$ cat src/clkpr_pkg.sv
// ----------------------------------------------------------------------------
// clkpr_pkg
// Shared types and constants of the clock page replacement unit: transaction
// payloads, opcodes, register reset value and sequencer states.
// ----------------------------------------------------------------------------
package clkpr_pkg;

	localparam int MAX_SLOTS_DEF = 64;
	localparam int PAGE_BITS_DEF = 20;

	// fixed field widths of the transactions
	localparam int PAGE_W = 20;
	localparam int SLOT_W = 6;
	localparam int WS_W   = 7;

	localparam logic [WS_W-1:0] WS_RESET = 7'd64;

	localparam logic OP_ACCESS = 1'b0;
	localparam logic OP_FAULT  = 1'b1;

	typedef struct packed {
		logic              op;
		logic [PAGE_W-1:0] page_number;
		logic [SLOT_W-1:0] slot;
		logic              is_write;
	} in_item_t;

	typedef struct packed {
		logic [SLOT_W-1:0] chosen_slot;
		logic              victim_valid;
		logic [PAGE_W-1:0] victim_page;
		logic              writeback;
		logic              slot_valid;
	} out_item_t;

	typedef enum logic [1:0] {
		ST_IDLE,
		ST_ACCESS,
		ST_SWEEP,
		ST_FINISH
	} seq_state_t;

endpackage

$ cat src/clkpr_ram.sv
// ----------------------------------------------------------------------------
// clkpr_ram
// Generic simple dual-port RAM: one write port, one read port, registered
// read data (old data on a same-address read and write).
// ----------------------------------------------------------------------------
module clkpr_ram #(
	parameter int WIDTH = 8,
	parameter int DEPTH = 16,
	localparam int AW = (DEPTH > 1) ? $clog2(DEPTH) : 1
) (
	input  logic             clk,
	input  logic             we,
	input  logic [AW-1:0]    waddr,
	input  logic [WIDTH-1:0] wdata,
	input  logic [AW-1:0]    raddr,
	output logic [WIDTH-1:0] rdata
);

	logic [WIDTH-1:0] mem [DEPTH];

	always_ff @(posedge clk) begin
		if (we) begin
			mem[waddr] <= wdata;
		end
		rdata <= mem[raddr];
	end

endmodule

$ cat src/clkpr_seq.sv
// ----------------------------------------------------------------------------
// clkpr_seq
// Sequencer of the clock replacement: decodes a transaction, runs the
// read-modify-write of the slot memory and the hand sweep, builds the result.
// ----------------------------------------------------------------------------
module clkpr_seq #(
	parameter int MAX_SLOTS = clkpr_pkg::MAX_SLOTS_DEF,
	parameter int PAGE_BITS = clkpr_pkg::PAGE_BITS_DEF,
	localparam int IDX_W = $clog2(MAX_SLOTS),
	localparam int CNT_W = $clog2(MAX_SLOTS + 1),
	localparam int ENT_W = PAGE_BITS + 2
) (
	input  logic                 clk,
	input  logic                 arst_n,
	input  logic                 in_valid,
	output logic                 in_ready,
	input  clkpr_pkg::in_item_t  in_item,
	input  logic [CNT_W-1:0]     eff_size,
	output logic                 res_valid,
	input  logic                 res_ready,
	output clkpr_pkg::out_item_t res_item,
	output logic                 mem_we,
	output logic [IDX_W-1:0]     mem_waddr,
	output logic [ENT_W-1:0]     mem_wdata,
	output logic [IDX_W-1:0]     mem_raddr,
	input  logic [ENT_W-1:0]     mem_rdata
);

	localparam int CMP_W = clkpr_pkg::SLOT_W + CNT_W;

	clkpr_pkg::seq_state_t state_q, state_d;
	logic [CNT_W-1:0]      fill_q;
	logic [IDX_W-1:0]      hand_q;
	logic [IDX_W-1:0]      pos_q;
	clkpr_pkg::in_item_t   item_q;
	clkpr_pkg::out_item_t  res_q, res_d;
	logic                  fwd_q;
	logic [ENT_W-1:0]      fwd_data_q;

	logic                  accept;
	logic                  in_filled;
	logic                  is_full;
	logic [IDX_W-1:0]      hand_start;
	logic [IDX_W-1:0]      pos_next;
	logic [ENT_W-1:0]      entry;
	logic [PAGE_BITS-1:0]  ent_page;
	logic                  ent_used;
	logic                  ent_mod;
	logic                  do_fill;
	logic                  do_start;
	logic                  do_step;
	logic                  do_victim;

	assign accept    = in_valid && in_ready;
	// slots fill in order, so a slot is filled exactly when it lies below the count
	assign in_filled = CMP_W'(in_item.slot) < CMP_W'(fill_q);
	assign is_full   = fill_q >= eff_size;
	assign hand_start = (CNT_W'(hand_q) >= fill_q) ? '0 : hand_q;
	assign pos_next  = ((CNT_W'(pos_q) + CNT_W'(1)) == fill_q) ? '0 : pos_q + IDX_W'(1);

	// forward the entry written at the edge of its read
	assign entry    = fwd_q ? fwd_data_q : mem_rdata;
	assign ent_page = entry[ENT_W-1:2];
	assign ent_used = entry[1];
	assign ent_mod  = entry[0];

	assign res_valid = (state_q == clkpr_pkg::ST_FINISH);
	assign res_item  = res_q;

	always_comb begin
		state_d = state_q;
		case (state_q)
			clkpr_pkg::ST_IDLE: begin
				if (in_valid) begin
					if (in_item.op == clkpr_pkg::OP_ACCESS) begin
						state_d = in_filled ? clkpr_pkg::ST_ACCESS : clkpr_pkg::ST_FINISH;
					end else begin
						state_d = is_full ? clkpr_pkg::ST_SWEEP : clkpr_pkg::ST_FINISH;
					end
				end
			end
			clkpr_pkg::ST_ACCESS: begin
				state_d = clkpr_pkg::ST_FINISH;
			end
			clkpr_pkg::ST_SWEEP: begin
				if (!ent_used) begin
					state_d = clkpr_pkg::ST_FINISH;
				end
			end
			clkpr_pkg::ST_FINISH: begin
				if (res_ready) begin
					state_d = clkpr_pkg::ST_IDLE;
				end
			end
			default: begin
				state_d = clkpr_pkg::ST_IDLE;
			end
		endcase
	end

	always_comb begin
		in_ready  = 1'b0;
		mem_we    = 1'b0;
		mem_waddr = pos_q;
		mem_wdata = entry;
		mem_raddr = pos_q;
		res_d     = res_q;
		do_fill   = 1'b0;
		do_start  = 1'b0;
		do_step   = 1'b0;
		do_victim = 1'b0;
		case (state_q)
			clkpr_pkg::ST_IDLE: begin
				in_ready  = 1'b1;
				mem_raddr = (in_item.op == clkpr_pkg::OP_ACCESS) ?
					IDX_W'(in_item.slot) : hand_start;
				if (in_valid) begin
					res_d = '0;
					if (in_item.op == clkpr_pkg::OP_ACCESS) begin
						res_d.chosen_slot = in_item.slot;
						res_d.slot_valid  = in_filled;
					end else if (!is_full) begin
						do_fill   = 1'b1;
						mem_we    = 1'b1;
						mem_waddr = IDX_W'(fill_q);
						mem_wdata = {PAGE_BITS'(in_item.page_number), 2'b00};
						res_d.chosen_slot = clkpr_pkg::SLOT_W'(fill_q);
						res_d.slot_valid  = 1'b1;
					end else begin
						do_start = 1'b1;
					end
				end
			end
			clkpr_pkg::ST_ACCESS: begin
				mem_we    = 1'b1;
				mem_waddr = IDX_W'(item_q.slot);
				mem_wdata = {ent_page, 1'b1, ent_mod | item_q.is_write};
			end
			clkpr_pkg::ST_SWEEP: begin
				mem_we = 1'b1;
				if (ent_used) begin
					// second chance: clear used and look at the next slot
					do_step   = 1'b1;
					mem_wdata = {ent_page, 1'b0, ent_mod};
					mem_raddr = pos_next;
				end else begin
					do_victim = 1'b1;
					mem_wdata = {PAGE_BITS'(item_q.page_number), 2'b00};
					res_d.chosen_slot  = clkpr_pkg::SLOT_W'(pos_q);
					res_d.victim_valid = 1'b1;
					res_d.victim_page  = clkpr_pkg::PAGE_W'(ent_page);
					res_d.writeback    = ent_mod;
					res_d.slot_valid   = 1'b1;
				end
			end
			clkpr_pkg::ST_FINISH: begin
			end
			default: begin
			end
		endcase
	end

	always_ff @(posedge clk or negedge arst_n) begin
		if (!arst_n) begin
			state_q <= clkpr_pkg::ST_IDLE;
			fill_q  <= '0;
			hand_q  <= '0;
			fwd_q   <= 1'b0;
		end else begin
			state_q <= state_d;
			fwd_q   <= mem_we && (mem_waddr == mem_raddr);
			if (do_fill) begin
				fill_q <= fill_q + CNT_W'(1);
				if ((fill_q + CNT_W'(1)) == eff_size) begin
					hand_q <= '0;
				end
			end
			if (do_victim) begin
				hand_q <= pos_next;
			end
		end
	end

	always_ff @(posedge clk) begin
		fwd_data_q <= mem_wdata;
		res_q      <= res_d;
		if (accept) begin
			item_q <= in_item;
		end
		if (do_start) begin
			pos_q <= hand_start;
		end else if (do_step) begin
			pos_q <= pos_next;
		end
	end

endmodule

$ cat src/clock_page_replacement_unit.sv
// ----------------------------------------------------------------------------
// clock_page_replacement_unit
// Clock (second chance) page replacement over a working set of resident pages.
// ----------------------------------------------------------------------------
// in channel: one transaction per access or page fault; an access sets the
// used bit of a filled slot (and the modified bit on a write), a fault fills
// the next free slot or evicts the first slot on the hand whose used bit is
// clear, clearing used bits on the way. out channel: one result per input.
// cfg channel: ws_size, always ready; ws_size must be written only while the
// unit is idle, which the unit itself does not enforce. Items are taken one
// at a time; the next item is taken in the cycle after the result of the last
// one moves to the output register. An eviction clears at most one used bit
// per slot of the ring. The sweep reads one slot memory entry per cycle.
// Reset empties the set, homes the hand and sets ws_size to 64; the slot
// memory needs no clearing. A stalled receiver holds the result in the
// output register; one more result waits in the sequencer, then input
// stops.
// ----------------------------------------------------------------------------
module clock_page_replacement_unit #(
	parameter int MAX_SLOTS        = clkpr_pkg::MAX_SLOTS_DEF,
	parameter int PAGE_NUMBER_BITS = clkpr_pkg::PAGE_BITS_DEF
) (
	input  logic                          clk,
	input  logic                          arst_n,
	input  logic                          in_valid,
	output logic                          in_ready,
	input  clkpr_pkg::in_item_t           in_item,
	output logic                          out_valid,
	input  logic                          out_ready,
	output clkpr_pkg::out_item_t          out_item,
	input  logic                          cfg_valid,
	output logic                          cfg_ready,
	input  logic [clkpr_pkg::WS_W-1:0]    cfg_data
);

	localparam int IDX_W = $clog2(MAX_SLOTS);
	localparam int CNT_W = $clog2(MAX_SLOTS + 1);
	localparam int ENT_W = PAGE_NUMBER_BITS + 2;

	logic [clkpr_pkg::WS_W-1:0] ws_size_q;
	logic [CNT_W-1:0]           eff_size;
	logic                       res_valid;
	logic                       res_ready;
	clkpr_pkg::out_item_t       res_item;
	logic                       out_valid_q;
	clkpr_pkg::out_item_t       out_item_q;
	logic                       mem_we;
	logic [IDX_W-1:0]           mem_waddr;
	logic [ENT_W-1:0]           mem_wdata;
	logic [IDX_W-1:0]           mem_raddr;
	logic [ENT_W-1:0]           mem_rdata;

	assign cfg_ready = 1'b1;

	always_ff @(posedge clk or negedge arst_n) begin
		if (!arst_n) begin
			ws_size_q <= clkpr_pkg::WS_RESET;
		end else if (cfg_valid && cfg_ready) begin
			ws_size_q <= cfg_data;
		end
	end

	// zero acts as one, anything above the slot count as the slot count
	always_comb begin
		if (ws_size_q == '0) begin
			eff_size = CNT_W'(1);
		end else if (32'(ws_size_q) > MAX_SLOTS) begin
			eff_size = CNT_W'(MAX_SLOTS);
		end else begin
			eff_size = CNT_W'(ws_size_q);
		end
	end

	clkpr_seq #(
		.MAX_SLOTS (MAX_SLOTS),
		.PAGE_BITS (PAGE_NUMBER_BITS)
	) u_seq (
		.clk       (clk),
		.arst_n    (arst_n),
		.in_valid  (in_valid),
		.in_ready  (in_ready),
		.in_item   (in_item),
		.eff_size  (eff_size),
		.res_valid (res_valid),
		.res_ready (res_ready),
		.res_item  (res_item),
		.mem_we    (mem_we),
		.mem_waddr (mem_waddr),
		.mem_wdata (mem_wdata),
		.mem_raddr (mem_raddr),
		.mem_rdata (mem_rdata)
	);

	// entry: page number, used bit, modified bit
	clkpr_ram #(
		.WIDTH (ENT_W),
		.DEPTH (MAX_SLOTS)
	) u_slot_ram (
		.clk   (clk),
		.we    (mem_we),
		.waddr (mem_waddr),
		.wdata (mem_wdata),
		.raddr (mem_raddr),
		.rdata (mem_rdata)
	);

	// output register
	assign res_ready = !out_valid_q || out_ready;

	always_ff @(posedge clk or negedge arst_n) begin
		if (!arst_n) begin
			out_valid_q <= 1'b0;
		end else if (res_valid && res_ready) begin
			out_valid_q <= 1'b1;
		end else if (out_ready) begin
			out_valid_q <= 1'b0;
		end
	end

	always_ff @(posedge clk) begin
		if (res_valid && res_ready) begin
			out_item_q <= res_item;
		end
	end

	assign out_valid = out_valid_q;
	assign out_item  = out_item_q;

endmodule

$ cat config.mk
export PLATFORM = sky130hd
export DESIGN_NAME = clock_page_replacement_unit
export DESIGN_NICKNAME = d
export VERILOG_FILES = /design/src/clkpr_pkg.sv /design/src/clkpr_ram.sv /design/src/clkpr_seq.sv /design/src/clock_page_replacement_unit.sv
export SDC_FILE = /design/constraint.sdc
export NUM_CORES = 2
export LEC_CHECK = 0
export ABC_AREA = 1
export BUFFER_PORTS_ARGS = -buffer_cell sky130_fd_sc_hd__buf_4
export CORE_ASPECT_RATIO = 1.2
export CORE_MARGIN = 4
export CORE_UTILIZATION = 55
export CTS_CLUSTER_SIZE = 16
export DETAILED_ROUTE_END_ITERATION = 8
export MAX_ROUTING_LAYER = met4
export PLACE_DENSITY = 0.7
export SYNTH_ARGS = -nofsm -noshare
export SYNTH_HDL_FRONTEND = slang
export SYNTH_SLANG_ARGS = --single-unit
$ cat constraint.sdc
create_clock -name clk -period 7.05 [get_ports clk]
set_input_delay 0.3525 -clock clk [delete_from_list [all_inputs] [get_ports clk]]
set_output_delay 0.3525 -clock clk [all_outputs]
set_load 0.1 [all_outputs]
# After elaboration in Yosys (flattened, before gate mapping)
# Memory sizes are Yosys's and may differ from the RTL's. A register that Yosys moved wholly into a read port is not among the register bits.
# Index checks and enable logic that the tools add are counted.
[totals]
ff_bits = 137
ram_bits = 1408
input_bits = 40
word_cells = 108
memories = 1
[classes]
n_addsub = 3
order_cmp = 4
eq_ne = 9
n_mux = 53
bitwise = 1
n_reduce_logical = 16
[memory_table]
columns = ["memory", "words", "width", "rd", "rd_clocked_by_memory_dff", "wr", "line", "rtl"]
rows = [
  ["u_slot_ram.mem", 64, 22, 1, 1, 1, "clkpr_ram.sv:19", "logic [WIDTH-1:0] mem [DEPTH];"],
]
[ops]
columns = ["op", "count"]
rows = [
  ["22-bit two-way mux", 5],
  ["6-bit two-way mux", 14],
  ["22-bit one-hot mux with 3 select lines", 1],
  ["29-bit two-way mux", 2],
  ["29-bit one-hot mux with 2 select lines", 1],
  ["6-bit one-hot mux with 2 select lines", 2],
  ["1-bit two-way mux", 19],
  ["7-bit == test", 2],
  ["7-bit two-way mux", 2],
  ["2-bit two-way mux", 5],
  ["2-bit nonzero test", 5],
  ["2-bit one-hot mux with 4 select lines", 1],
  ["6-bit by 1-bit adder with 7-bit output, second input constant", 1],
  ["7-bit by 1-bit adder with 7-bit output, second input constant", 1],
  ["6-bit by 7-bit >= comparator with 1-bit output", 1],
  ["7-bit >= comparator", 1],
  ["7-bit greater-than comparator, second input constant", 1],
  ["7-bit zero test", 1],
  ["6-bit by 7-bit < comparator with 1-bit output", 1],
  ["6-bit by 1-bit adder with 6-bit output, second input constant", 1],
  ["6-bit == test", 1],
  ["3-bit AND reduction", 2],
  ["2-bit == test, second input constant", 2],
  ["2-bit != test, second input constant", 2],
  ["other kinds (10)", 12],
]

# Depth between registers and ports, before layout
[logic_depth]
word_depth = 10
mapped_depth = 23
depth_no_buf = 21

# Modules after synthesis
# From an unflattened synthesis, not the netlist that was laid out.
[unflattened]
hier_cells = 5576
area_unflattened_um2 = 64336.7
[modules_own_cells]
columns = ["mod", "instances", "cells_per_inst", "area_each_um2", "seq_area_each_um2"]
rows = [
  ["clkpr_ram", 1, 4800, 57213.6, 42721.0],
  ["clkpr_seq", 1, 697, 5850.6, 2702.6],
  ["clock_page_replacement_unit", 1, 79, 1272.5, 1072.3],
]

# Worst setup path before layout
# No wires, ideal clock.
[synth_timing]
path_kind = "flip-flop to flip-flop"
start = "reg u_seq.state_q[0]"
end = "mem u_slot_ram.mem[0][0] (netlist bit) (data pin)"
setup_time_ns = 0.708
arrival_ns = 4.555
required_time_ns = 6.342
slack_ns = 1.787
path_stages_with_launch = 8
path_buffers = 1
cell_sequence = "dfrtp_1 inv_1 ha_1 clkbuf_1 nand2_1 inv_1 nor3_1 o21ai_0"
[synth_via]
elab_chain_cells = 2
[synth_lines]
columns = ["item", "line", "rtl"]
rows = [
  ["start: declaration", "clkpr_seq.sv:31", "clkpr_pkg::seq_state_t state_q, state_d;"],
  ["start signal: assignment", "clkpr_seq.sv:165", "state_q <= clkpr_pkg::ST_IDLE;"],
  ["start signal: assignment", "clkpr_seq.sv:170", "state_q <= state_d;"],
  ["2-bit == test, or another cell as far along", "clkpr_seq.sv:112", "case (state_q)"],
  ["22-bit one-hot mux with 3 select lines *", "clkpr_seq.sv:112", ""],
  ["via mem_wdata[0]", "clock_page_replacement_unit.sv:49", "logic [ENT_W-1:0] mem_wdata;"],
  ["end: declaration", "clkpr_ram.sv:19", ""],
]
# Mark *: on every way through the listed nets, which the timed path passes. The rest lies on a longest branch.

# Final worst setup path
[layout_timing]
start = "reg ws_size_q[3] (netlist bit)"
end = "mem u_slot_ram.mem[8][4] (netlist bit), enable pin"
[layout_via]
elab_chain_cells = 10
[layout_lines]
columns = ["item", "line", "rtl"]
rows = [
  ["start: declaration", "clock_page_replacement_unit.sv:40", "logic [clkpr_pkg::WS_W-1:0] ws_size_q;"],
  ["start signal: assignment", "clock_page_replacement_unit.sv:57", "ws_size_q <= clkpr_pkg::WS_RESET;"],
  ["start signal: assignment", "clock_page_replacement_unit.sv:59", "ws_size_q <= cfg_data;"],
  ["7-bit greater-than comparator", "clock_page_replacement_unit.sv:67", "end else if (32'(ws_size_q) > MAX_SLOTS) begin"],
  ["7-bit two-way mux", "clock_page_replacement_unit.sv:67", ""],
  ["7-bit two-way mux *", "clock_page_replacement_unit.sv:65", "if (ws_size_q == '0) begin"],
  ["7-bit >= comparator *", "clkpr_seq.sv:57", "assign is_full = fill_q >= eff_size;"],
  ["1-bit two-way mux", "clkpr_seq.sv:122", "end else if (!is_full) begin"],
  ["1-bit two-way mux", "clkpr_seq.sv:119", "if (in_item.op == clkpr_pkg::OP_ACCESS) begin"],
  ["1-bit two-way mux", "clkpr_seq.sv:117", "if (in_valid) begin"],
  ["1-bit one-hot mux with 2 select lines", "clkpr_seq.sv:112", ""],
  ["1-bit two-way mux", "clkpr_ram.sv:22", "if (we) begin"],
  ["1-bit two-way mux (implied by the code)", "clkpr_ram.sv:23", "mem[waddr] <= wdata;"],
]
# Mark *: on every way between the ends. The rest lies on a longest branch, timed or not.

==> out/metrics.yaml <==
status:
  status: "complete, no violations"
hold_path:
  min_path_type: "in2async"
setup_path:
  cp-start-kind: "flip-flop"
  critical_path.max_fanout: 43
  path_cells: "nor4_1, nand3_1, nand2_1, nand2_1, ha_1, nand2_1, o21ai_0, a21oi_1, nand2_1, nor2_2, nand2_2, nand2_1, nor2_1, o21ai_0, nand2_1, inv_1, nand3_1, nor2_2"
  end_kind: "flip-flop"
  arrival_ps: 6240
  cp.required_ps: 7450
  max_stage_delay_ps: 1050
  crit_family: "simple AND/OR/NAND/NOR gates"
  cpMostUsedCell: "nand2_1"
  critPathBufInv: 1
  crit_slowest_cell: "nor2_2"
  crit_type: "reg2reg"
die:
  io_pins: 72
  rows: 142
  chipHeight_um: 397
  dieArea_um2: 132000
  start_util: 0.554
  die_w_um: 332
  core_um2: 125000
global_routing:
  grt_max_degree: 197
  grt_antenna_before_repair: 8
  grt_pass1_wl_um: 284000
  overflow: 0
  grt_pass1_vias: 45500
  track_usage: 0.294
detailed_routing:
  via_per_inst: 5.95
  drc_errors: 0
  drtIter0Drc: 6550
  dr_total_vias: 47900
  wl_per_cell_um: 23.9
  drt_pre_antenna_iters: 8
  totalWireLength_um: 192000
  ant_nets: 0
clock_network:
  cts.repair.resized: 0
  clock-root-buffer: "clkbuf_16"
  cts_sinks: 1567
  postCtsSetupRepairBufs: 0
  clk_latency_ps: 790
  cts.clk_slew.worst_paths_ps: 70
  cts_max_level: 4
  cts_tree: "done"
  cts_buffers: 154
  clockBufferDepth: 3
sta:
  fin_crit_sh: 0.829
  fmax_ghz: 0.171
  rsz0062_at_grt: "no"
  finalHoldViolCount: 0
  fin_skew_ps: 29.5
  drv_slew: 0
  setup_tns_ps: 0
  relSlewSlack: 0.139
  setup_violations: 0
  tightest_slew_ps: 1290
  period_needed_ps: 5840
synthesis:
  synth_area_per_cell_um2: 11.1
  synth_area_leaders: "edfxtp_1 65%, nand3_1 11%, nand3b_1 5.7%, nand2_1 5.2%, inv_1 4.5%"
  yosysSeqAreaShare: 0.671
  netlist.top_cell.by_area: "edfxtp_1"
  ys_types: 46
  synth_edf_count: 1499
  ys_dominant_reg_cell: "edfxtp_1"
  synth_area_um2: 69300
  syn_inst: 6265
  synth_seq_cells: 1567
  synth_top_cell_area_share: 0.649
  syn-num-nets: 6330
  yosysWarnings: 0
  synth_async_sr_flop_share: 0.0153
job:
  maxCapViolations: 0
placement:
  place.detailed.hpwl_um: 106000
  port_buffers: 70
  gp_congestion: 0.936
finish:
  area_growth_pct: 11.0
  layout_common_cells: "1548 x nand3_1, 1499 x edfxtp_1, 952 x nand2_1"
  drive_gt1_frac: 0.0872
  fin_nets: 6324
  final_common_cell: "nand3_1"
## cell families (layout without fill, tap and decap cells)
kind of cell | after synthesis | after routing | synth area share
and+or+nand+nor | 3184 | 3184 | 0.230
DFF | 1567 | 1567 | 0.671
buffers and inverters | 1265 | 1384 | 0.0750
AOI/OAI and AO/OA | 206 | 206 | 0.0173
adders and majority gates | 25 | 25 | 0.00451
xor gates and xnor gates | 13 | 13 | 0.00164
muxes | 4 | 4 | 0.000632
other | 1 | 2 | 0.0000541
## timing repair
action	4_1_cts	5_1_grt
setup endpoints to repair	0	0
hold buffers	48	0
hold endpoints to repair	60	0
## area by class of cell
class	instances	area, um^2
Multi-Input combinational cell	3433	18000
Timing Repair Buffer	255	2320
Inverter	848	3200
Antenna cell	1	2.50
Tap cell	1656	2070
Clock inverter	82	711
Clock buffer	199	4150
Sequential cell	1567	46500
Fill cell	9659	48100
## metal layers
layer  vias up  wire length, um  GRT usage
li1      21600                -          -
met1     23200            72400      0.374
met2      2513            91700      0.460
met3       498            16600     0.0427
met4         0            11700      0.164
met5         -                0          -
## worst reg2reg max path, stage by stage, from the launching register on
cell and delay, ps:
dfrtp_1 390, nor4_1 300, nand3_1 130, nand2_1 120, nand2_1 100, ha_1 280
nand2_1 100, o21ai_0 100, a21oi_1 130, nand2_1 100, nor2_2 300, nand2_2 530
nand2_1 380, nor2_1 70, o21ai_0 620, nand2_1 120, inv_1 210, nand3_1 420
nor2_2 1050
## final timing paths
kind / start / endpoint / slack (ps) / cells after the start
worst max-delay path: ws_size_q[3] / u_slot_ram.mem[8][4] / 1210 / 18
worst min-delay path: arst_n / u_seq.fill_q[5] / 30 / 2
worst max register to register: ws_size_q[3] / u_slot_ram.mem[8][4] / 1210 / 18
worst min register to register: u_seq.res_item[7] / out_item[7] / 420 / 0
max in group asynchronous: arst_n / ws_size_q[6] / 6680 / 2
min in group clk: in_valid / u_seq.pos_q[5] / 180 / 3
## metrics by stage
step	setup WS, ps	util	std cells	instance area [um^2]	hold slack, ps
after floorplan	1790	-	6265	69300	56.9
after global placement	1270	0.572	7711	71600	305
after detailed placement	1320	0.572	7711	71600	310
after CTS	1300	0.615	8040	76900	4.27
after global routing	718	0.615	8041	77000	62.2
final	1210	0.615	8041	77000	32.7
## state kept, by name, summed over array words and instances (netlist names), 7 cells and up
signal            flops
u_seq.item_q         27
u_seq.res_item       29
out_item             29
ws_size_q             7
u_seq.fwd_data_q     22
u_slot_ram.mem     1408
u_slot_ram.rdata     22
u_seq.fill_q          7
## Yosys cell counts (all sizes together), types with 2 or more instances
master,n
xor2,9
ha,25
nor2,121
o2111ai,2
a22oi,22
nand3,1549
o31ai,2
a221oi,2
inv,846
mux2,3
a211oi,19
a31oi,6
dfrtp,23
o21bai,2
o211ai,5
xnor2,4
nand4,4
nand2,958
o21ai,82
or2,21
clkinv,2
edfxtp,1499
o221ai,2
nand3b,523
clkbuf,127
dfxtp,44
nor3,6
buf,290
a21oi,60
Power is left out: the tool's default activity adds up to more than one toggle a clock period on the data nets, which glitch-free logic cannot reach.
